### config.mk
export PLATFORM = sky130hd
export DESIGN_NAME = four_register_instruction_executor_top_flat
export DESIGN_NICKNAME = d
export VERILOG_FILES = /design/src/sv/frie_pkg.sv /design/src/sv/frie_if.sv /design/src/sv/frie_alu.sv /design/src/sv/four_register_instruction_executor_top.sv /design/src/flat_wrapper.sv
export SDC_FILE = /design/constraint.sdc
export NUM_CORES = 1
export LEC_CHECK = 0
export ABC_AREA = 0
export BUFFER_PORTS_ARGS = -buffer_cell sky130_fd_sc_hd__buf_4
export CAP_MARGIN = 30
export CELL_PAD_IN_SITES_DETAIL_PLACEMENT = 1
export CELL_PAD_IN_SITES_GLOBAL_PLACEMENT = 2
export CORE_MARGIN = 1
export CORE_UTILIZATION = 40
export CTS_CLUSTER_DIAMETER = 100
export DETAILED_ROUTE_END_ITERATION = 8
export GPL_TIMING_DRIVEN = 0
export PLACE_DENSITY_LB_ADDON = 0.2
export SKIP_LAST_GASP = 1
export SLEW_MARGIN = 20
export SYNTH_ARGS = -nofsm -noshare
export SYNTH_HDL_FRONTEND = slang
export SYNTH_SLANG_ARGS = --single-unit
### constraint.sdc
create_clock -name clk -period 8.5 [get_ports clk]
set_input_delay 0.85 -clock clk [delete_from_list [all_inputs] [get_ports clk]]
set_output_delay 0.85 -clock clk [all_outputs]
set_load 0.01 [all_outputs]
### src/sv/frie_pkg.sv
package frie_pkg;

    localparam int unsigned DATA_W            = 32;
    localparam int unsigned LINE_W            = 8;
    localparam int unsigned MAX_PROGRAM_LINES = 128;
    localparam int unsigned NUM_REGS          = 4;
    localparam int unsigned REG_AW            = $clog2(NUM_REGS);
    localparam int unsigned PADDR_W           = 3;
    localparam int unsigned ALU_STEPS         = DATA_W;
    localparam int unsigned STEP_W            = $clog2(ALU_STEPS);

    localparam logic [LINE_W-1:0] MAX_LINES  = LINE_W'(MAX_PROGRAM_LINES);
    localparam logic [DATA_W-1:0] DATA_MIN   = {1'b1, {(DATA_W-1){1'b0}}};

    // Register index, taken from paddr above the byte offset
    localparam logic [PADDR_W-3:0] REG_PROGRAM_LENGTH = '0;

    typedef enum logic [3:0] {
        CMD_MOV   = 4'd0,
        CMD_ADD   = 4'd1,
        CMD_SUB   = 4'd2,
        CMD_MUL   = 4'd3,
        CMD_DIV   = 4'd4,
        CMD_JMP   = 4'd5,
        CMD_JE    = 4'd6,
        CMD_JNE   = 4'd7,
        CMD_JG    = 4'd8,
        CMD_JGE   = 4'd9,
        CMD_JL    = 4'd10,
        CMD_JLE   = 4'd11,
        CMD_READ  = 4'd12,
        CMD_PRINT = 4'd13,
        CMD_NOP   = 4'd14
    } cmd_t;

    typedef enum logic [2:0] {
        S_IDLE,
        S_RD_A,
        S_RD_B,
        S_RD_C,
        S_EXEC,
        S_ITER,
        S_DONE
    } state_t;

    typedef enum logic [2:0] {
        U_IDLE,
        U_MUL,
        U_DIV,
        U_FIX,
        U_DONE
    } alu_state_t;

    typedef struct packed {
        logic start;
        logic div;
    } alu_ctl_t;

    typedef struct packed {
        logic [3:0]              cmd;
        logic                    first_is_reg;
        logic [REG_AW-1:0]       first_reg;
        logic signed [DATA_W-1:0] first_imm;
        logic                    second_is_reg;
        logic [REG_AW-1:0]       second_reg;
        logic signed [DATA_W-1:0] second_imm;
        logic                    third_is_reg;
        logic [REG_AW-1:0]       third_reg;
        logic signed [DATA_W-1:0] third_imm;
        logic signed [DATA_W-1:0] read_value;
    } item_t;

    typedef struct packed {
        logic [LINE_W-1:0]        next_line;
        logic                     halted;
        logic                     print_valid;
        logic signed [DATA_W-1:0] print_value;
        logic                     divide_fault;
    } result_t;

endpackage

### src/sv/frie_if.sv
interface frie_in_if;
    logic                                valid;
    logic                                ready;
    logic [3:0]                          cmd;
    logic                                first_is_reg;
    logic [frie_pkg::REG_AW-1:0]         first_reg;
    logic signed [frie_pkg::DATA_W-1:0]  first_imm;
    logic                                second_is_reg;
    logic [frie_pkg::REG_AW-1:0]         second_reg;
    logic signed [frie_pkg::DATA_W-1:0]  second_imm;
    logic                                third_is_reg;
    logic [frie_pkg::REG_AW-1:0]         third_reg;
    logic signed [frie_pkg::DATA_W-1:0]  third_imm;
    logic signed [frie_pkg::DATA_W-1:0]  read_value;

    modport source (
        output valid, cmd, first_is_reg, first_reg, first_imm,
               second_is_reg, second_reg, second_imm,
               third_is_reg, third_reg, third_imm, read_value,
        input  ready
    );

    modport sink (
        input  valid, cmd, first_is_reg, first_reg, first_imm,
               second_is_reg, second_reg, second_imm,
               third_is_reg, third_reg, third_imm, read_value,
        output ready
    );
endinterface

interface frie_out_if;
    logic                                valid;
    logic                                ready;
    logic [frie_pkg::LINE_W-1:0]         next_line;
    logic                                halted;
    logic                                print_valid;
    logic signed [frie_pkg::DATA_W-1:0]  print_value;
    logic                                divide_fault;

    modport source (
        output valid, next_line, halted, print_valid, print_value, divide_fault,
        input  ready
    );

    modport sink (
        input  valid, next_line, halted, print_valid, print_value, divide_fault,
        output ready
    );
endinterface

### src/sv/frie_alu.sv
module frie_alu (
    input  logic                          clk,
    input  logic                          rst_n,
    input  frie_pkg::alu_ctl_t            ctl,
    input  logic [frie_pkg::DATA_W-1:0]   opa,
    input  logic [frie_pkg::DATA_W-1:0]   opb,
    input  logic                          sub,
    output logic [frie_pkg::DATA_W:0]     sum,
    output logic                          done,
    output logic [frie_pkg::DATA_W-1:0]   result
);

    frie_pkg::alu_state_t ust_reg, ust_next;
    logic [frie_pkg::STEP_W-1:0] cnt_reg, cnt_next;
    logic [frie_pkg::DATA_W-1:0] w0_reg, w0_next;
    logic [frie_pkg::DATA_W-1:0] w1_reg, w1_next;
    logic [frie_pkg::DATA_W-1:0] w2_reg, w2_next;
    logic                        neg_reg, neg_next;

    logic [frie_pkg::DATA_W-1:0] add_x, add_y, div_x, abs_a, abs_b;
    logic                        add_cin, last_step;

    assign last_step = (cnt_reg == frie_pkg::STEP_W'(frie_pkg::ALU_STEPS - 1));
    assign div_x     = {w0_reg[frie_pkg::DATA_W-2:0], w2_reg[frie_pkg::DATA_W-1]};
    assign abs_a     = opa[frie_pkg::DATA_W-1] ? (~opa + 1'b1) : opa;
    assign abs_b     = opb[frie_pkg::DATA_W-1] ? (~opb + 1'b1) : opb;

    // One adder serves quick ops, multiply steps, divide steps and the sign fix
    always_comb
    begin
        case (ust_reg)
            frie_pkg::U_MUL:
            begin
                add_x   = w0_reg;
                add_y   = w1_reg;
                add_cin = 1'b0;
            end
            frie_pkg::U_DIV:
            begin
                add_x   = div_x;
                add_y   = ~w1_reg;
                add_cin = 1'b1;
            end
            frie_pkg::U_FIX:
            begin
                add_x   = '0;
                add_y   = ~w2_reg;
                add_cin = 1'b1;
            end
            default:
            begin
                add_x   = opa;
                add_y   = sub ? ~opb : opb;
                add_cin = sub;
            end
        endcase
    end

    assign sum = {1'b0, add_x} + {1'b0, add_y} + (frie_pkg::DATA_W+1)'(add_cin);

    always_comb
    begin
        case (ust_reg)
            frie_pkg::U_IDLE:
            begin
                if (ctl.start)
                    ust_next = ctl.div ? frie_pkg::U_DIV : frie_pkg::U_MUL;
                else
                    ust_next = frie_pkg::U_IDLE;
            end
            frie_pkg::U_MUL: ust_next = last_step ? frie_pkg::U_DONE : frie_pkg::U_MUL;
            frie_pkg::U_DIV: ust_next = last_step ? frie_pkg::U_FIX : frie_pkg::U_DIV;
            frie_pkg::U_FIX: ust_next = frie_pkg::U_DONE;
            default:         ust_next = frie_pkg::U_IDLE;
        endcase
    end

    always_comb
    begin
        cnt_next = cnt_reg;
        w0_next  = w0_reg;
        w1_next  = w1_reg;
        w2_next  = w2_reg;
        neg_next = neg_reg;
        case (ust_reg)
            frie_pkg::U_IDLE:
            begin
                if (ctl.start)
                begin
                    cnt_next = '0;
                    w0_next  = '0;
                    w1_next  = ctl.div ? abs_b : opa;
                    w2_next  = ctl.div ? abs_a : opb;
                    neg_next = opa[frie_pkg::DATA_W-1] ^ opb[frie_pkg::DATA_W-1];
                end
            end
            frie_pkg::U_MUL:
            begin
                if (w2_reg[0])
                    w0_next = sum[frie_pkg::DATA_W-1:0];
                w1_next  = {w1_reg[frie_pkg::DATA_W-2:0], 1'b0};
                w2_next  = {1'b0, w2_reg[frie_pkg::DATA_W-1:1]};
                cnt_next = cnt_reg + 1'b1;
            end
            frie_pkg::U_DIV:
            begin
                // restore when the trial subtract borrows
                w0_next  = sum[frie_pkg::DATA_W] ? sum[frie_pkg::DATA_W-1:0] : div_x;
                w2_next  = {w2_reg[frie_pkg::DATA_W-2:0], sum[frie_pkg::DATA_W]};
                cnt_next = cnt_reg + 1'b1;
            end
            frie_pkg::U_FIX:
            begin
                w0_next = neg_reg ? sum[frie_pkg::DATA_W-1:0] : w2_reg;
            end
            default:
            begin
            end
        endcase
    end

    always_ff @(posedge clk or negedge rst_n)
    begin
        if (!rst_n)
            ust_reg <= frie_pkg::U_IDLE;
        else
            ust_reg <= ust_next;
    end

    always_ff @(posedge clk)
    begin
        cnt_reg <= cnt_next;
        w0_reg  <= w0_next;
        w1_reg  <= w1_next;
        w2_reg  <= w2_next;
        neg_reg <= neg_next;
    end

    assign done   = (ust_reg == frie_pkg::U_DONE);
    assign result = w0_reg;

endmodule

### src/sv/four_register_instruction_executor_top.sv
// Executes one decoded instruction per request against four 32-bit registers
// (ax, bx, cx, dx) and a line counter.
// in_ch carries the instruction (command, three operands, read value); out_ch
// returns one result per request: next line, halted flag, print value and
// divide fault. The APB port holds program_length at address 0.
// The register file is a 4-entry memory with one registered read port, so the
// three operands are fetched in turn (S_RD_A, S_RD_B, S_RD_C); a single adder
// does add, sub, compares and every step of the shift-add multiply and restoring
// divide. Mul takes 32 steps of the shared adder; div takes 32 steps plus a
// sign fix.
// A new request is taken only in idle, after the result has been loaded into the
// output register; the block cannot take a request while one is in progress.
// A result waiting on out_ch does not block the next request; a second result
// waits inside until the output register frees up.
// Reset marks all registers unwritten, so they read as zero, clears the line
// counter to zero and sets program_length to 128; no clearing pass is needed.
// Once halted, requests are still taken and answered with halted set.
module four_register_instruction_executor_top (
    input  logic                           clk,
    input  logic                           rst_n,
    frie_in_if.sink                        in_ch,
    frie_out_if.source                     out_ch,
    input  logic                           psel,
    input  logic                           penable,
    input  logic                           pwrite,
    input  logic [frie_pkg::PADDR_W-1:0]   paddr,
    input  logic [31:0]                    pwdata,
    output logic [31:0]                    prdata,
    output logic                           pready
);

    localparam int unsigned DW = frie_pkg::DATA_W;
    localparam int unsigned LW = frie_pkg::LINE_W;

    frie_pkg::state_t  state_reg, state_next;
    frie_pkg::item_t   item_reg;
    frie_pkg::result_t res_reg, res_next, out_reg;
    frie_pkg::cmd_t    cmd;
    frie_pkg::alu_ctl_t alu_ctl;

    logic          halt_reg;
    logic [DW-1:0] op_a_reg, op_a_next, op_b_reg, op_b_next;
    logic [LW-1:0] lc_reg, lc_next, plen_reg, eff_len;
    logic          out_valid_reg, out_valid_next;

    logic [DW-1:0] regs_mem [frie_pkg::NUM_REGS];
    logic [frie_pkg::NUM_REGS-1:0] regvld_reg;
    logic [DW-1:0] rd_data_reg;
    logic          rd_vld_reg;
    logic [frie_pkg::REG_AW-1:0] rd_addr, wr_addr;
    logic          wr_en;
    logic [DW-1:0] wr_data, rd_val, op_c;

    logic [DW-1:0] alu_opa, alu_opb, alu_result;
    logic [DW:0]   alu_sum;
    logic          alu_sub, alu_done;

    logic          take_in, cfg_hit, out_load;
    logic          b_ge_c, b_eq_c, jump, div_fault, long_op;
    logic [LW-1:0] seq_line, jmp_line, exec_line;

    assign cmd     = frie_pkg::cmd_t'(item_reg.cmd);
    assign take_in = in_ch.valid && in_ch.ready;
    assign in_ch.ready = (state_reg == frie_pkg::S_IDLE);
    assign out_load = (state_reg == frie_pkg::S_DONE) && (!out_valid_reg || out_ch.ready);

    // APB register access
    assign pready  = 1'b1;
    assign cfg_hit = (paddr[frie_pkg::PADDR_W-1:2] == frie_pkg::REG_PROGRAM_LENGTH);
    assign prdata  = cfg_hit ? {{(32-LW){1'b0}}, plen_reg} : '0;

    always_comb
    begin
        if (plen_reg == '0)
            eff_len = LW'(1);
        else if (plen_reg > frie_pkg::MAX_LINES)
            eff_len = frie_pkg::MAX_LINES;
        else
            eff_len = plen_reg;
    end

    // Register file: entries never written read as zero
    assign rd_val = rd_vld_reg ? rd_data_reg : '0;
    assign op_c   = item_reg.third_is_reg ? rd_val : item_reg.third_imm;

    always_ff @(posedge clk)
    begin
        rd_data_reg <= regs_mem[rd_addr];
        if (wr_en)
            regs_mem[wr_addr] <= wr_data;
    end

    // Shared adder operands
    always_comb
    begin
        case (cmd)
            frie_pkg::CMD_ADD, frie_pkg::CMD_MUL, frie_pkg::CMD_DIV:
            begin
                alu_opa = op_a_reg;
                alu_opb = op_b_reg;
                alu_sub = 1'b0;
            end
            frie_pkg::CMD_SUB:
            begin
                alu_opa = op_b_reg;
                alu_opb = op_a_reg;
                alu_sub = 1'b1;
            end
            default:
            begin
                // signed compare: flip sign bits, then unsigned subtract
                alu_opa = op_b_reg ^ frie_pkg::DATA_MIN;
                alu_opb = op_c ^ frie_pkg::DATA_MIN;
                alu_sub = 1'b1;
            end
        endcase
    end

    frie_alu u_alu (
        .clk    (clk),
        .rst_n  (rst_n),
        .ctl    (alu_ctl),
        .opa    (alu_opa),
        .opb    (alu_opb),
        .sub    (alu_sub),
        .sum    (alu_sum),
        .done   (alu_done),
        .result (alu_result)
    );

    assign b_ge_c = alu_sum[DW];
    assign b_eq_c = (op_b_reg == op_c);

    always_comb
    begin
        case (cmd)
            frie_pkg::CMD_JMP: jump = 1'b1;
            frie_pkg::CMD_JE:  jump = b_eq_c;
            frie_pkg::CMD_JNE: jump = !b_eq_c;
            frie_pkg::CMD_JG:  jump = b_ge_c && !b_eq_c;
            frie_pkg::CMD_JGE: jump = b_ge_c;
            frie_pkg::CMD_JL:  jump = !b_ge_c;
            frie_pkg::CMD_JLE: jump = !b_ge_c || b_eq_c;
            default:           jump = 1'b0;
        endcase
    end

    assign div_fault = (cmd == frie_pkg::CMD_DIV) &&
                       ((op_b_reg == '0) ||
                        ((op_a_reg == frie_pkg::DATA_MIN) && (op_b_reg == '1)));
    assign long_op   = (cmd == frie_pkg::CMD_MUL) ||
                       ((cmd == frie_pkg::CMD_DIV) && !div_fault);

    assign seq_line  = lc_reg + 1'b1;
    assign jmp_line  = ((op_a_reg[DW-1:LW] != '0) || (op_a_reg[LW-1:0] >= eff_len)) ?
                       eff_len : op_a_reg[LW-1:0];
    assign exec_line = jump ? jmp_line : seq_line;

    // Next state
    always_comb
    begin
        case (state_reg)
            frie_pkg::S_IDLE: state_next = take_in ? frie_pkg::S_RD_A : frie_pkg::S_IDLE;
            frie_pkg::S_RD_A: state_next = halt_reg ? frie_pkg::S_DONE : frie_pkg::S_RD_B;
            frie_pkg::S_RD_B: state_next = frie_pkg::S_RD_C;
            frie_pkg::S_RD_C: state_next = frie_pkg::S_EXEC;
            frie_pkg::S_EXEC: state_next = long_op ? frie_pkg::S_ITER : frie_pkg::S_DONE;
            frie_pkg::S_ITER: state_next = alu_done ? frie_pkg::S_DONE : frie_pkg::S_ITER;
            frie_pkg::S_DONE: state_next = out_load ? frie_pkg::S_IDLE : frie_pkg::S_DONE;
            default:          state_next = frie_pkg::S_IDLE;
        endcase
    end

    // Datapath control
    always_comb
    begin
        rd_addr   = item_reg.first_reg;
        wr_en     = 1'b0;
        wr_addr   = item_reg.second_reg;
        wr_data   = alu_sum[DW-1:0];
        op_a_next = op_a_reg;
        op_b_next = op_b_reg;
        lc_next   = lc_reg;
        res_next  = res_reg;
        alu_ctl   = '0;
        case (state_reg)
            frie_pkg::S_RD_A:
            begin
                if (halt_reg)
                begin
                    res_next           = '0;
                    res_next.next_line = lc_reg;
                    res_next.halted    = 1'b1;
                end
            end
            frie_pkg::S_RD_B:
            begin
                op_a_next = item_reg.first_is_reg ? rd_val : item_reg.first_imm;
                rd_addr   = item_reg.second_reg;
            end
            frie_pkg::S_RD_C:
            begin
                op_b_next = item_reg.second_is_reg ? rd_val : item_reg.second_imm;
                rd_addr   = item_reg.third_reg;
            end
            frie_pkg::S_EXEC:
            begin
                if (long_op)
                begin
                    alu_ctl.start = 1'b1;
                    alu_ctl.div   = (cmd == frie_pkg::CMD_DIV);
                end
                else
                begin
                    lc_next               = exec_line;
                    res_next.next_line    = exec_line;
                    res_next.halted       = (exec_line >= eff_len);
                    res_next.print_valid  = (cmd == frie_pkg::CMD_PRINT);
                    res_next.print_value  = (cmd == frie_pkg::CMD_PRINT) ? op_a_reg : '0;
                    res_next.divide_fault = div_fault;
                    case (cmd)
                        frie_pkg::CMD_MOV:
                        begin
                            wr_en   = item_reg.second_is_reg;
                            wr_data = op_a_reg;
                        end
                        frie_pkg::CMD_ADD, frie_pkg::CMD_SUB:
                        begin
                            wr_en = item_reg.second_is_reg;
                        end
                        frie_pkg::CMD_READ:
                        begin
                            wr_en   = item_reg.first_is_reg;
                            wr_addr = item_reg.first_reg;
                            wr_data = item_reg.read_value;
                        end
                        default:
                        begin
                        end
                    endcase
                end
            end
            frie_pkg::S_ITER:
            begin
                if (alu_done)
                begin
                    wr_en              = item_reg.second_is_reg;
                    wr_data            = alu_result;
                    lc_next            = seq_line;
                    res_next           = '0;
                    res_next.next_line = seq_line;
                    res_next.halted    = (seq_line >= eff_len);
                end
            end
            default:
            begin
            end
        endcase
    end

    always_comb
    begin
        if (out_load)
            out_valid_next = 1'b1;
        else if (out_ch.ready)
            out_valid_next = 1'b0;
        else
            out_valid_next = out_valid_reg;
    end

    always_ff @(posedge clk or negedge rst_n)
    begin
        if (!rst_n)
        begin
            state_reg     <= frie_pkg::S_IDLE;
            lc_reg        <= '0;
            plen_reg      <= frie_pkg::MAX_LINES;
            out_valid_reg <= 1'b0;
            regvld_reg    <= '0;
            rd_vld_reg    <= 1'b0;
            halt_reg      <= 1'b0;
        end
        else
        begin
            state_reg     <= state_next;
            lc_reg        <= lc_next;
            out_valid_reg <= out_valid_next;
            rd_vld_reg    <= regvld_reg[rd_addr];
            if (wr_en)
                regvld_reg[wr_addr] <= 1'b1;
            if (take_in)
                halt_reg <= (lc_reg >= eff_len);
            if (psel && penable && pwrite && cfg_hit)
                plen_reg <= pwdata[LW-1:0];
        end
    end

    always_ff @(posedge clk)
    begin
        op_a_reg <= op_a_next;
        op_b_reg <= op_b_next;
        res_reg  <= res_next;
        if (out_load)
            out_reg <= res_reg;
        if (take_in)
        begin
            item_reg.cmd           <= in_ch.cmd;
            item_reg.first_is_reg  <= in_ch.first_is_reg;
            item_reg.first_reg     <= in_ch.first_reg;
            item_reg.first_imm     <= in_ch.first_imm;
            item_reg.second_is_reg <= in_ch.second_is_reg;
            item_reg.second_reg    <= in_ch.second_reg;
            item_reg.second_imm    <= in_ch.second_imm;
            item_reg.third_is_reg  <= in_ch.third_is_reg;
            item_reg.third_reg     <= in_ch.third_reg;
            item_reg.third_imm     <= in_ch.third_imm;
            item_reg.read_value    <= in_ch.read_value;
        end
    end

    assign out_ch.valid        = out_valid_reg;
    assign out_ch.next_line    = out_reg.next_line;
    assign out_ch.halted       = out_reg.halted;
    assign out_ch.print_valid  = out_reg.print_valid;
    assign out_ch.print_value  = out_reg.print_value;
    assign out_ch.divide_fault = out_reg.divide_fault;

endmodule

### src/flat_wrapper.sv
// flat-port wrapper written by rule: the top's interface ports become plain ports
module four_register_instruction_executor_top_flat 
  (clk, rst_n, psel, penable, pwrite, paddr, pwdata, prdata, pready, in_ch_valid, in_ch_cmd, in_ch_first_is_reg, in_ch_first_reg, in_ch_first_imm, in_ch_second_is_reg, in_ch_second_reg, in_ch_second_imm, in_ch_third_is_reg, in_ch_third_reg, in_ch_third_imm, in_ch_read_value, in_ch_ready, out_ch_valid, out_ch_next_line, out_ch_halted, out_ch_print_valid, out_ch_print_value, out_ch_divide_fault, out_ch_ready);
  frie_in_if in_ch_i ();
  frie_out_if out_ch_i ();
  input  logic clk;
  input  logic rst_n;
  input  logic psel;
  input  logic penable;
  input  logic pwrite;
  input  logic [frie_pkg::PADDR_W-1:0] paddr;
  input  logic [31:0] pwdata;
  output logic [31:0] prdata;
  output logic pready;
  input wire logic [$bits(in_ch_i.valid)-1:0] in_ch_valid;
  input wire logic [$bits(in_ch_i.cmd)-1:0] in_ch_cmd;
  input wire logic [$bits(in_ch_i.first_is_reg)-1:0] in_ch_first_is_reg;
  input wire logic [$bits(in_ch_i.first_reg)-1:0] in_ch_first_reg;
  input wire logic [$bits(in_ch_i.first_imm)-1:0] in_ch_first_imm;
  input wire logic [$bits(in_ch_i.second_is_reg)-1:0] in_ch_second_is_reg;
  input wire logic [$bits(in_ch_i.second_reg)-1:0] in_ch_second_reg;
  input wire logic [$bits(in_ch_i.second_imm)-1:0] in_ch_second_imm;
  input wire logic [$bits(in_ch_i.third_is_reg)-1:0] in_ch_third_is_reg;
  input wire logic [$bits(in_ch_i.third_reg)-1:0] in_ch_third_reg;
  input wire logic [$bits(in_ch_i.third_imm)-1:0] in_ch_third_imm;
  input wire logic [$bits(in_ch_i.read_value)-1:0] in_ch_read_value;
  output wire logic [$bits(in_ch_i.ready)-1:0] in_ch_ready;
  output wire logic [$bits(out_ch_i.valid)-1:0] out_ch_valid;
  output wire logic [$bits(out_ch_i.next_line)-1:0] out_ch_next_line;
  output wire logic [$bits(out_ch_i.halted)-1:0] out_ch_halted;
  output wire logic [$bits(out_ch_i.print_valid)-1:0] out_ch_print_valid;
  output wire logic [$bits(out_ch_i.print_value)-1:0] out_ch_print_value;
  output wire logic [$bits(out_ch_i.divide_fault)-1:0] out_ch_divide_fault;
  input wire logic [$bits(out_ch_i.ready)-1:0] out_ch_ready;
  assign in_ch_i.valid = in_ch_valid;
  assign in_ch_i.cmd = in_ch_cmd;
  assign in_ch_i.first_is_reg = in_ch_first_is_reg;
  assign in_ch_i.first_reg = in_ch_first_reg;
  assign in_ch_i.first_imm = in_ch_first_imm;
  assign in_ch_i.second_is_reg = in_ch_second_is_reg;
  assign in_ch_i.second_reg = in_ch_second_reg;
  assign in_ch_i.second_imm = in_ch_second_imm;
  assign in_ch_i.third_is_reg = in_ch_third_is_reg;
  assign in_ch_i.third_reg = in_ch_third_reg;
  assign in_ch_i.third_imm = in_ch_third_imm;
  assign in_ch_i.read_value = in_ch_read_value;
  assign in_ch_ready = in_ch_i.ready;
  assign out_ch_valid = out_ch_i.valid;
  assign out_ch_next_line = out_ch_i.next_line;
  assign out_ch_halted = out_ch_i.halted;
  assign out_ch_print_valid = out_ch_i.print_valid;
  assign out_ch_print_value = out_ch_i.print_value;
  assign out_ch_divide_fault = out_ch_i.divide_fault;
  assign out_ch_i.ready = out_ch_ready;
  four_register_instruction_executor_top u_core (.clk(clk), .rst_n(rst_n), .in_ch(in_ch_i), .out_ch(out_ch_i), .psel(psel), .penable(penable), .pwrite(pwrite), .paddr(paddr), .pwdata(pwdata), .prdata(prdata), .pready(pready));
endmodule
* Word-level counts from Yosys, hierarchy flattened
Memories as Yosys holds them, arrays and structs flattened. A register that Yosys moved wholly into a read port is not among the register bits.
Index checks and enable logic that the tools add are counted.
** Storage, ports and cells
- Word-level logic and storage cells :: 208
- Bits of input ports :: 183
- Memories kept :: 1
- Register bits :: 422
- Bits in writable memories :: 128
** Operators by class
- Equal/unequal tests :: 32
- Reductions and logical operators :: 43
- Bitwise operators :: 9
- $lt $le $gt $ge :: 8
- Muxes and demuxes :: 73
- Add/subtract/negate cells :: 6
** Memories
- u_core.regs_mem :: words 4, bits a word 32, read ports 1, clocked after memory_dff 1, wr ports 1, RTL line four_register_instruction_executor_top.sv:46 : logic [DW-1:0] regs_mem [frie_pkg::NUM_REGS];
** Operators by type and width (number)
- 32-bit 2-to-1 mux :: 18
- 32-bit one-hot mux with 2 select lines :: 5
- 32-bit one-hot mux with 3 select lines :: 3
- 43-bit 2-to-1 mux :: 3
- 43-bit one-hot mux with 3 select lines :: 1
- 32-bit inverter :: 4
- 32-bit one-hot mux with 4 select lines :: 1
- 32-bit by 1-bit adder with 32-bit output, second input constant :: 2
- 32-bit equality test, second input constant :: 2
- 8-bit 2-to-1 mux :: 7
- 32-bit by 32-bit adder with 33-bit output :: 1
- 33-bit by 1-bit adder with 33-bit output :: 1
- 32-bit equality test :: 1
- 8-bit >= comparator :: 4
- 32-bit logical NOT :: 1
- 4-bit equality test, second input constant :: 6
- 24-bit nonzero test :: 1
- 3-bit one-hot mux with 7 select lines :: 1
- 2-bit 2-to-1 mux :: 9
- 4-bit by 3-bit equality test with 1-bit output, second input constant :: 4
- 8-bit one-hot mux with 2 select lines :: 1
- 3-bit by 2-bit equality test with 1-bit output, second input constant :: 4
- 3-bit equality test, second input constant :: 4
- 3-bit one-hot mux with 4 select lines :: 1
- 37 further kinds :: 86

* Logic depth before layout (Yosys ltp)
Gate-level depths: netlist (run 1).
- Depth after elaboration :: 16
- Gate-level depth with buffers :: 36
- Depth with buffers taken out :: 29

* Cells and area by module
Synthesis (run 1) repeated with hierarchy kept, for this count alone.
** Unflattened totals
- Cells, all modules :: 2865
- Area total of the unflattened synthesis :: 31530.2 um^2
** By module, submodules not included
- four_register_instruction_executor_top :: seq. area each 13874.6 um^2, instances 1, area each 21081.5 um^2, cells an instance 1579
- frie_alu :: seq. area each 3138.0 um^2, instances 1, area each 10448.8 um^2, cells an instance 1286

* Worst setup path before layout (run 1)
OpenSTA, ideal clock, no wires.
- Path kind :: reg-to-reg
- Start :: register u_core.cmd[0] (netlist name)
- End :: register u_core.res_reg[34] (netlist name) (data pin)
- Cell stages (with the launch flop) :: 34
- Slack :: 966 ps
- Library setup time :: 263 ps
- Data arrival time :: 7271 ps
- Data required time :: 8237 ps
- Period minus slack after synthesis :: 7534 ps
- Cell sequence :: edfxtp_1 buf_6 or3b_1 buf_2 a21oi_4 buf_2 buf_2 buf_2 buf_2 buf_2 xnor2_1 a21oi_1 fa_1 fa_1 a21o_1 a221oi_2 o311ai_1 a31oi_2 o31ai_2 a21oi_4 mux2i_1 o21ai_2 buf_2 mux2_2 ha_1 a21o_1 a21o_1 a21o_1 a21o_1 a21oi_1 nor2b_1 o21ai_0 a22o_1 nand2_1
** RTL lines
- end signal, assigned :: RTL line four_register_instruction_executor_top.sv:302 : res_reg <= res_next;
- end, declared :: RTL line four_register_instruction_executor_top.sv:37 : frie_pkg::result_t res_reg, res_next, out_reg;

==> impl_metrics.py, run 1 <==
metrics = {
    "outcome": {
        "outcome": "completed",
    },
    "setup_path": {
        "timing.critical_path.slowest_cell_delay_ns": 0.61,
        "critical_path.reg2reg.endpoint": "u_core.res_reg[34]",
        "worst_r2r_startpoint": "u_core.cmd[0]",
        "timing_worst_setup_path_type": "register to register",
        "start_kind": "register",
        "worst-endpoint-required_ns": 8.88,
        "critical_path_arrival_ns": 8.56,
        "rr_worst_depth": 32,
        "cell_repeated_most_along_the_worst_path": "sky130_fd_sc_hd__a21o_1",
        "worstPathMaxFanout": 10,
        "rrSetupSlack_ns": 0.32,
        "critPathCaptureType": "register",
        "timing.critical_path.slowest_stage_cell": "sky130_fd_sc_hd__a21oi_1",
    },
    "die": {
        "floorplan.initialDensity_pct": 40.31,
        "die_x_um": 283.9,
        "fp.dieArea_mm2": 0.08061,
        "fp-row-count": 103,
        "dieHeight_um": 283.9,
        "core_region_area_mm2": 0.07887,
        "pin_count": 261,
    },
    "clock_network": {
        "cts_inserted_buffers": 61,
        "cts-root-buf": "sky130_fd_sc_hd__clkbuf_16",
        "cts_tree": "built",
        "htreeDepth": 2,
        "ctsLongestPathBuffers": 3,
        "cts_hold_buf": 0,
        "clk_transition_reported_paths_ns": 0.06,
        "clk_latency_ns": 0.67,
        "clock_sink_count": 582,
    },
    "yosys": {
        "multiplexer_share_of_the_synthesized_area_pct": 5.770,
        "synth-edff-count": 521,
        "post_synth_num_cell_types": 94,
        "seq_area_frac_synth_pct": 53.51,
        "yosys_synthesis_warning_count": 0,
        "synth_simple_gate_area_share_pct": 14.16,
        "synth_fa_ha_area_share_pct": 2.802,
        "synth_top_flop_cell": "sky130_fd_sc_hd__edfxtp_1",
        "synth-compound-area-share_pct": 16.59,
        "synth_xor_xnor_area_share_pct": 2.838,
        "synthesis.instances": 2913,
        "yosys_register_bits": 582,
        "fraction_of_registers_with_async_set_reset_pct": 4.983,
        "largest_family_of_logic_cells_by_synthesized_area": "compound AO/OA/AOI/OAI gates",
        "syn_avg_cell_area_um2": 10.91,
        "netlist_area_mm2": 0.03179,
    },
    "placement": {
        "numPortBuffers": 209,
        "place_congestion": 1.023,
        "dp_cells": 4227,
        "placement.cell_area_mm2": 0.03530,
        "hpwlAfterDp_mm": 112.8,
    },
    "detailed_routing": {
        "viasPerCell": 6.216,
        "wl_met2_mm": 64.79,
        "final_antenna_net_count": 0,
        "route.detailed.wl_per_inst_um": 32.66,
        "drt_drc_violations_left": 0,
        "top_layer": "met5",
        "wl_mm": 142.7,
        "drt-pass1-iter-count": 6,
        "detailroute.wirelength.met3_mm": 13.56,
        "num_vias": 27150,
        "detail_route.wirelength.met1_mm": 57.64,
        "drt_iter0_drc": 3428,
    },
    "sta": {
        "clock_skew_ns": 0.04736,
        "maxClockFrequency_ghz": 0.1222,
        "setup_repair_after_global_routing_missed_its_margin": "no",
        "slew_headroom_pct": 20.45,
        "finalCritPeriodShare_pct": 96.26,
        "slew_viol_final": 0,
        "final-setup-viol-count": 0,
        "final.min_clock_period_ns": 8.182,
        "finalHoldViolations": 0,
        "max_slew.worst_pin.slew_ns": 1.193,
    },
    "finish": {
        "final_cell_count_no_fill": 4368,
        "multi_input_comb_area_mm2": 0.01368,
        "most-common-layout-cells": "521 x sky130_fd_sc_hd__edfxtp_1, 264 x sky130_fd_sc_hd__buf_4, 216 x sky130_fd_sc_hd__a21oi_1",
        "drive_above_1_share_pct": 16.01,
        "final_common_cell": "sky130_fd_sc_hd__edfxtp_1",
        "fillCellCount": 8525,
        "fin_area_mm2": 0.03758,
        "num-nets-final": 3511,
        "largest_register_ffs": 137,
        "syn2layout_area_growth_pct": 18.22,
        "regArea_mm2": 0.01701,
        "finalCoreUtilization_pct": 47.65,
    },
    "grt": {
        "first_global_vias": 27160,
        "grt_antenna_before_repair": 17,
        "globalRouteTotalUtil_pct": 34.78,
        "grt_start_max_net_pins": 93,
        "global_route.overflow_total": 0,
        "grt_pass1_wl_mm": 200.0,
    },
    "worst_hold_path": {
        "min-delay-path-class": "input port to asynchronous set/reset pin",
    },
    "power_and_ir_drop": {
        "power.static_leakage_nw": 13.86,
        "power_density_mw_per_mm2": 446.0,
        "ir_worst_vdd_v": 0.0002731,
        "total_power_mw": 16.76,
    },
    "run": {
        "max_cap_violations": 0,
    },
}
synthesized netlist by cell type, types with 43 or more instances:
master                     count  area share, %
sky130_fd_sc_hd__nand3_1     123            1.9
sky130_fd_sc_hd__a22oi_1      75            1.8
sky130_fd_sc_hd__nor3_1       68            1.1
sky130_fd_sc_hd__nor2_1      190            2.2
sky130_fd_sc_hd__clkbuf_1    156            1.8
sky130_fd_sc_hd__nand2b_1     54            1.1
sky130_fd_sc_hd__and2_1       60            1.2
sky130_fd_sc_hd__mux2i_1      82            2.6
sky130_fd_sc_hd__inv_1        97            1.1
sky130_fd_sc_hd__a21oi_1     217            3.4
sky130_fd_sc_hd__nand2_1     202            2.4
sky130_fd_sc_hd__o21ai_0     180            2.8
sky130_fd_sc_hd__and3_1       48           0.94
sky130_fd_sc_hd__o22ai_1      43           0.85
sky130_fd_sc_hd__xnor2_1      75            2.1
sky130_fd_sc_hd__edfxtp_1    521             49
sky130_fd_sc_hd__ha_1         68            2.7
per-stage QoR:
step	hold WS (ns)	worst slack, ns	TNS [ns]
floorplan	0.4003	0.9662	0
global placement	0.4036	-1.144	-7.706
detailed placement	0.4063	-1.197	-1.197
CTS	0.1457	0.02628	0
global route	0.1721	0.02840	0
finish	0.1540	0.3180	0
critical path, delay by kind of cell, from the launching register on:
kind	cells	cell delay (ns)
AO/OA/AOI/OAI	17	4.15
AND/OR/NAND/NOR	4	0.76
adder cells (fa/ha/maj)	2	0.65
buffers and inverters	6	1.37
flip-flops	1	0.40
multiplexers	2	0.47
XOR/XNOR	1	0.10
routing by layer:
metal,global-route usage (%),up-vias
met4,15.34,4
met1,45.82,13610
li1,-,11710
met5,0,-
met2,54.91,1518
met3,7.669,312
report_power, final:
group / switching (mW) / internal [mW] / total [mW]
registers: 1.07 / 4.63 / 5.70
logic: 5.61 / 2.76 / 8.37
clock network: 1.21 / 1.48 / 2.69
repair_timing:
item	in CTS	in global routing
setup buffers	3	9
gates cloned	0	0
resized for setup	15	8
setup endpoints to repair	1	1
pin swaps	1	3
kinds of logic (layout without fill, tap and decap cells):
kind of cell / count (synthesis) / count (layout)
buf+inv: 324 / 699
compound gates: 802 / 802
fa+ha+maj: 70 / 70
simple gates: 891 / 891
mux: 139 / 139
xor+xnor: 103 / 103
other cells: 2 / 32
flops: 582 / 582
cell type report:
class	instances	area share [%]
Inverter	100	1.019
Sequential cell	582	45.27
Multi-Input combinational cell	2030	36.41
Buffer	223	2.683
Clock buffer	84	4.504
Clock inverter	32	0.8789
Timing Repair Buffer	260	5.699
Tap cell	1050	3.496
Antenna cell	7	0.04661
how the worst max path moves through the flow:
stage,start,slack (ns),cells after the start,endpoint
final,u_core.cmd[0],0.32,32,u_core.res_reg[34]
after global routing,u_core.cmd[0],0.03,34,u_core.res_reg[34]
after CTS,u_core.cmd[0],0.03,34,u_core.res_reg[34]
after detailed placement,u_core.cmd[0],-1.20,34,u_core.res_reg[34]
after global placement,u_core.cmd[0],-1.14,34,u_core.res_reg[34]
after floorplan,u_core.cmd[0],0.97,33,u_core.res_reg[34]
No activity file was read; power rests on OpenSTA's default activity.
==> inputs of run 2 (changes only) <==
--- a/config.mk
+++ b/config.mk
@@ -11,7 +11,8 @@
 export CELL_PAD_IN_SITES_DETAIL_PLACEMENT = 1
 export CELL_PAD_IN_SITES_GLOBAL_PLACEMENT = 2
 export CORE_MARGIN = 1
-export CORE_UTILIZATION = 40
+export CORE_UTILIZATION = 42
+export CTS_BUF_LIST = sky130_fd_sc_hd__clkbuf_4
 export CTS_CLUSTER_DIAMETER = 100
 export DETAILED_ROUTE_END_ITERATION = 8
 export GPL_TIMING_DRIVEN = 0
==> run 2 against run 1 <==
Design area increased by 3.9%. Die area is 4.7% lower. Combinational power rose by 2%. Critical endpoint unchanged. Non-clock buffer count up 144. Critical path depth rose by 1.
==> impl_metrics.py, run 2 (synthesized netlist as in run 1, its figures left out) <==
metrics = {
    "clock_network": {
        "cts_inserted_buffers": 158,
        "clk_transition_reported_paths_ns": 0.08,
        "clock_sink_count": 582,
        "cts_tree": "built",
        "ctsLongestPathBuffers": 3,
        "cts-root-buf": "sky130_fd_sc_hd__clkbuf_4",
        "htreeDepth": 4,
        "clk_latency_ns": 1.12,
    },
    "power_and_ir_drop": {
        "cell_internal_pwr_mw": 8.745,
        "ir_worst_vdd_v": 0.0002598,
        "power_density_mw_per_mm2": 437.4,
        "share_of_total_power_consumed_by_net_switching_pct": 48.78,
        "power.clock.fraction_pct": 16.4,
        "power_frac_comb_pct": 49.9,
        "power.static_leakage_nw": 14.73,
        "switchingPower_mw": 8.328,
        "sequentialPowerShare_pct": 33.7,
    },
    "die": {
        "die_x_um": 277.1,
        "core_region_area_mm2": 0.07470,
        "floorplan.initialDensity_pct": 42.56,
        "fp.dieArea_mm2": 0.07680,
        "pin_count": 261,
        "dieHeight_um": 277.1,
        "fp-row-count": 100,
    },
    "setup_path": {
        "cell_repeated_most_along_the_worst_path": "sky130_fd_sc_hd__a21o_1",
        "timing_worst_setup_path_type": "register to register",
        "critical_path.reg2reg.endpoint": "u_core.res_reg[34]",
        "worst_setup_path_endpoint": "u_core.res_reg[34]",
        "start_kind": "register",
        "critical_path_arrival_ns": 8.99,
        "rrSetupSlack_ns": 0.28,
        "critPathCaptureType": "register",
        "cp-startpoint": "u_core.cmd[2]",
        "worst-endpoint-required_ns": 9.27,
        "timing.critical_path.slowest_stage_cell": "sky130_fd_sc_hd__fa_1",
        "worstPathMaxFanout": 19,
        "rr_worst_depth": 33,
        "worst_r2r_startpoint": "u_core.cmd[2]",
        "timing.critical_path.slowest_cell_delay_ns": 0.49,
    },
    "grt": {
        "grt_antenna_before_repair": 19,
        "grt_start_max_net_pins": 88,
        "first_global_vias": 29360,
        "global_route.overflow_total": 0,
        "grt_pass1_wl_mm": 217.7,
        "globalRouteTotalUtil_pct": 40.11,
    },
    "placement": {
        "hpwlAfterDp_mm": 113.5,
        "numPortBuffers": 209,
        "place_congestion": 1.032,
        "dp_cells": 4151,
    },
    "finish": {
        "drive_above_1_share_pct": 19.13,
        "final_common_cell": "sky130_fd_sc_hd__edfxtp_1",
        "finalCoreUtilization_pct": 52.26,
        "final_cell_count_no_fill": 4600,
        "most-common-layout-cells": "521 x sky130_fd_sc_hd__edfxtp_1, 265 x sky130_fd_sc_hd__buf_4, 235 x sky130_fd_sc_hd__clkbuf_4",
        "largest_register_ffs": 137,
        "num-nets-final": 3752,
        "syn2layout_area_growth_pct": 22.79,
    },
    "outcome": {
        "outcome": "completed",
    },
    "sta": {
        "clock_skew_ns": 0.1335,
        "setup_repair_after_global_routing_missed_its_margin": "no",
        "slew_viol_final": 0,
        "slew_headroom_pct": 23.89,
        "finalCritPeriodShare_pct": 96.76,
        "final.min_clock_period_ns": 8.225,
        "max_slew.worst_pin.slew_ns": 1.137,
        "final-setup-viol-count": 0,
        "maxClockFrequency_ghz": 0.1216,
        "finalHoldViolations": 0,
    },
    "detailed_routing": {
        "wl_mm": 155.7,
        "drt_iter0_drc": 4013,
        "route.detailed.wl_per_inst_um": 33.84,
        "viasPerCell": 6.381,
        "num_vias": 29350,
        "final_antenna_net_count": 0,
        "drt-pass1-iter-count": 9,
        "drt_drc_violations_left": 0,
    },
    "worst_hold_path": {
        "min-delay-path-class": "input port to register",
    },
    "run": {
        "max_cap_violations": 0,
    },
}
[run 2: routing by layer]
layer / track usage, % / vias to the layer above / share of wire [%]
met1: 51.58 / 14660 / 39
met5: 0.6254 / - / 0.085
met3: 9.778 / 457 / 10
met2: 61.33 / 1939 / 44
met4: 23.83 / 10 / 6.2
li1: - / 12290 / -
[run 2: worst max-delay path, delay by kind of cell, from the launching register on]
family                   cells  cell delay [ns]
flip-flops                   1             0.46
AND/OR/NAND/NOR              3             0.48
adder cells (fa/ha/maj)      3             1.18
buffers and inverters        8             1.82
XOR/XNOR                     1             0.15
multiplexers                 2             0.49
AO/OA/AOI/OAI               16             3.23
[run 2: worst min-delay path by stage]
stage	start	endpoint	slack, ns	cells after the start
3_3_place_gp	u_core.res_reg[34]	u_core.out_ch.halted	0.40	0
3_5_place_dp	u_core.res_reg[27]	u_core.out_ch.print_value[26]	0.41	0
6_report	pwdata[4]	u_core.plen_reg[4]	0.08	2
4_1_cts	pwdata[4]	u_core.plen_reg[4]	0.002	2
2_1_floorplan	u_core.res_reg[0]	u_core.out_ch.divide_fault	0.40	0
5_1_grt	pwdata[4]	u_core.plen_reg[4]	0.04	2
[run 2: cell type report]
cell class              count  area [µm²]
diodes                      9       22.52
plain buffers             222        1007
clock buffers             234        1757
clock inverters            49       360.3
fillers                  8085       35660
inverters                 100       382.9
multi-input cells        2030       13680
flip-flops and latches    582       17010
well taps                 969        1212
repair buffers            405        3605
[run 2: what timing repair did]
| action | in CTS | in global routing |
|---|---|---|
| setup buffers | 7 | 0 |
| endpoints found under the hold margin | 175 | 0 |
| gates resized for setup | 10 | 12 |
| pin swaps | 5 | 1 |
| hold buffers | 148 | 0 |
| setup endpoints to repair | 1 | 1 |
[run 2: stage by stage]
stage / power [mW] / setup WS [ns] / hold WS [ns] / setup TNS [ns] / instance area (µm²)
2_1_floorplan: 9.974 / 0.9662 / 0.4003 / 0 / 31880
3_3_place_gp: 13.17 / -1.196 / 0.4006 / -2.224 / 34660
3_5_place_dp: 13.54 / -1.261 / 0.4052 / -1.261 / 35250
4_1_cts: 16.44 / 0.1443 / 0.001592 / 0 / 38940
5_1_grt: 17.57 / 0.01437 / 0.03763 / 0 / 39020
6_report: 17.07 / 0.2754 / 0.07797 / 0 / 39040
[run 2: power groups by stage]
stage               combinational (mW)  sequential, mW  clock (mW)
floorplan                         4.94            5.03           0
global placement                  7.47            5.71           0
detailed placement                7.88            5.66           0
CTS                               8.11            5.61        2.72
global route                      8.93            5.69        2.94
finish                            8.53            5.75        2.80
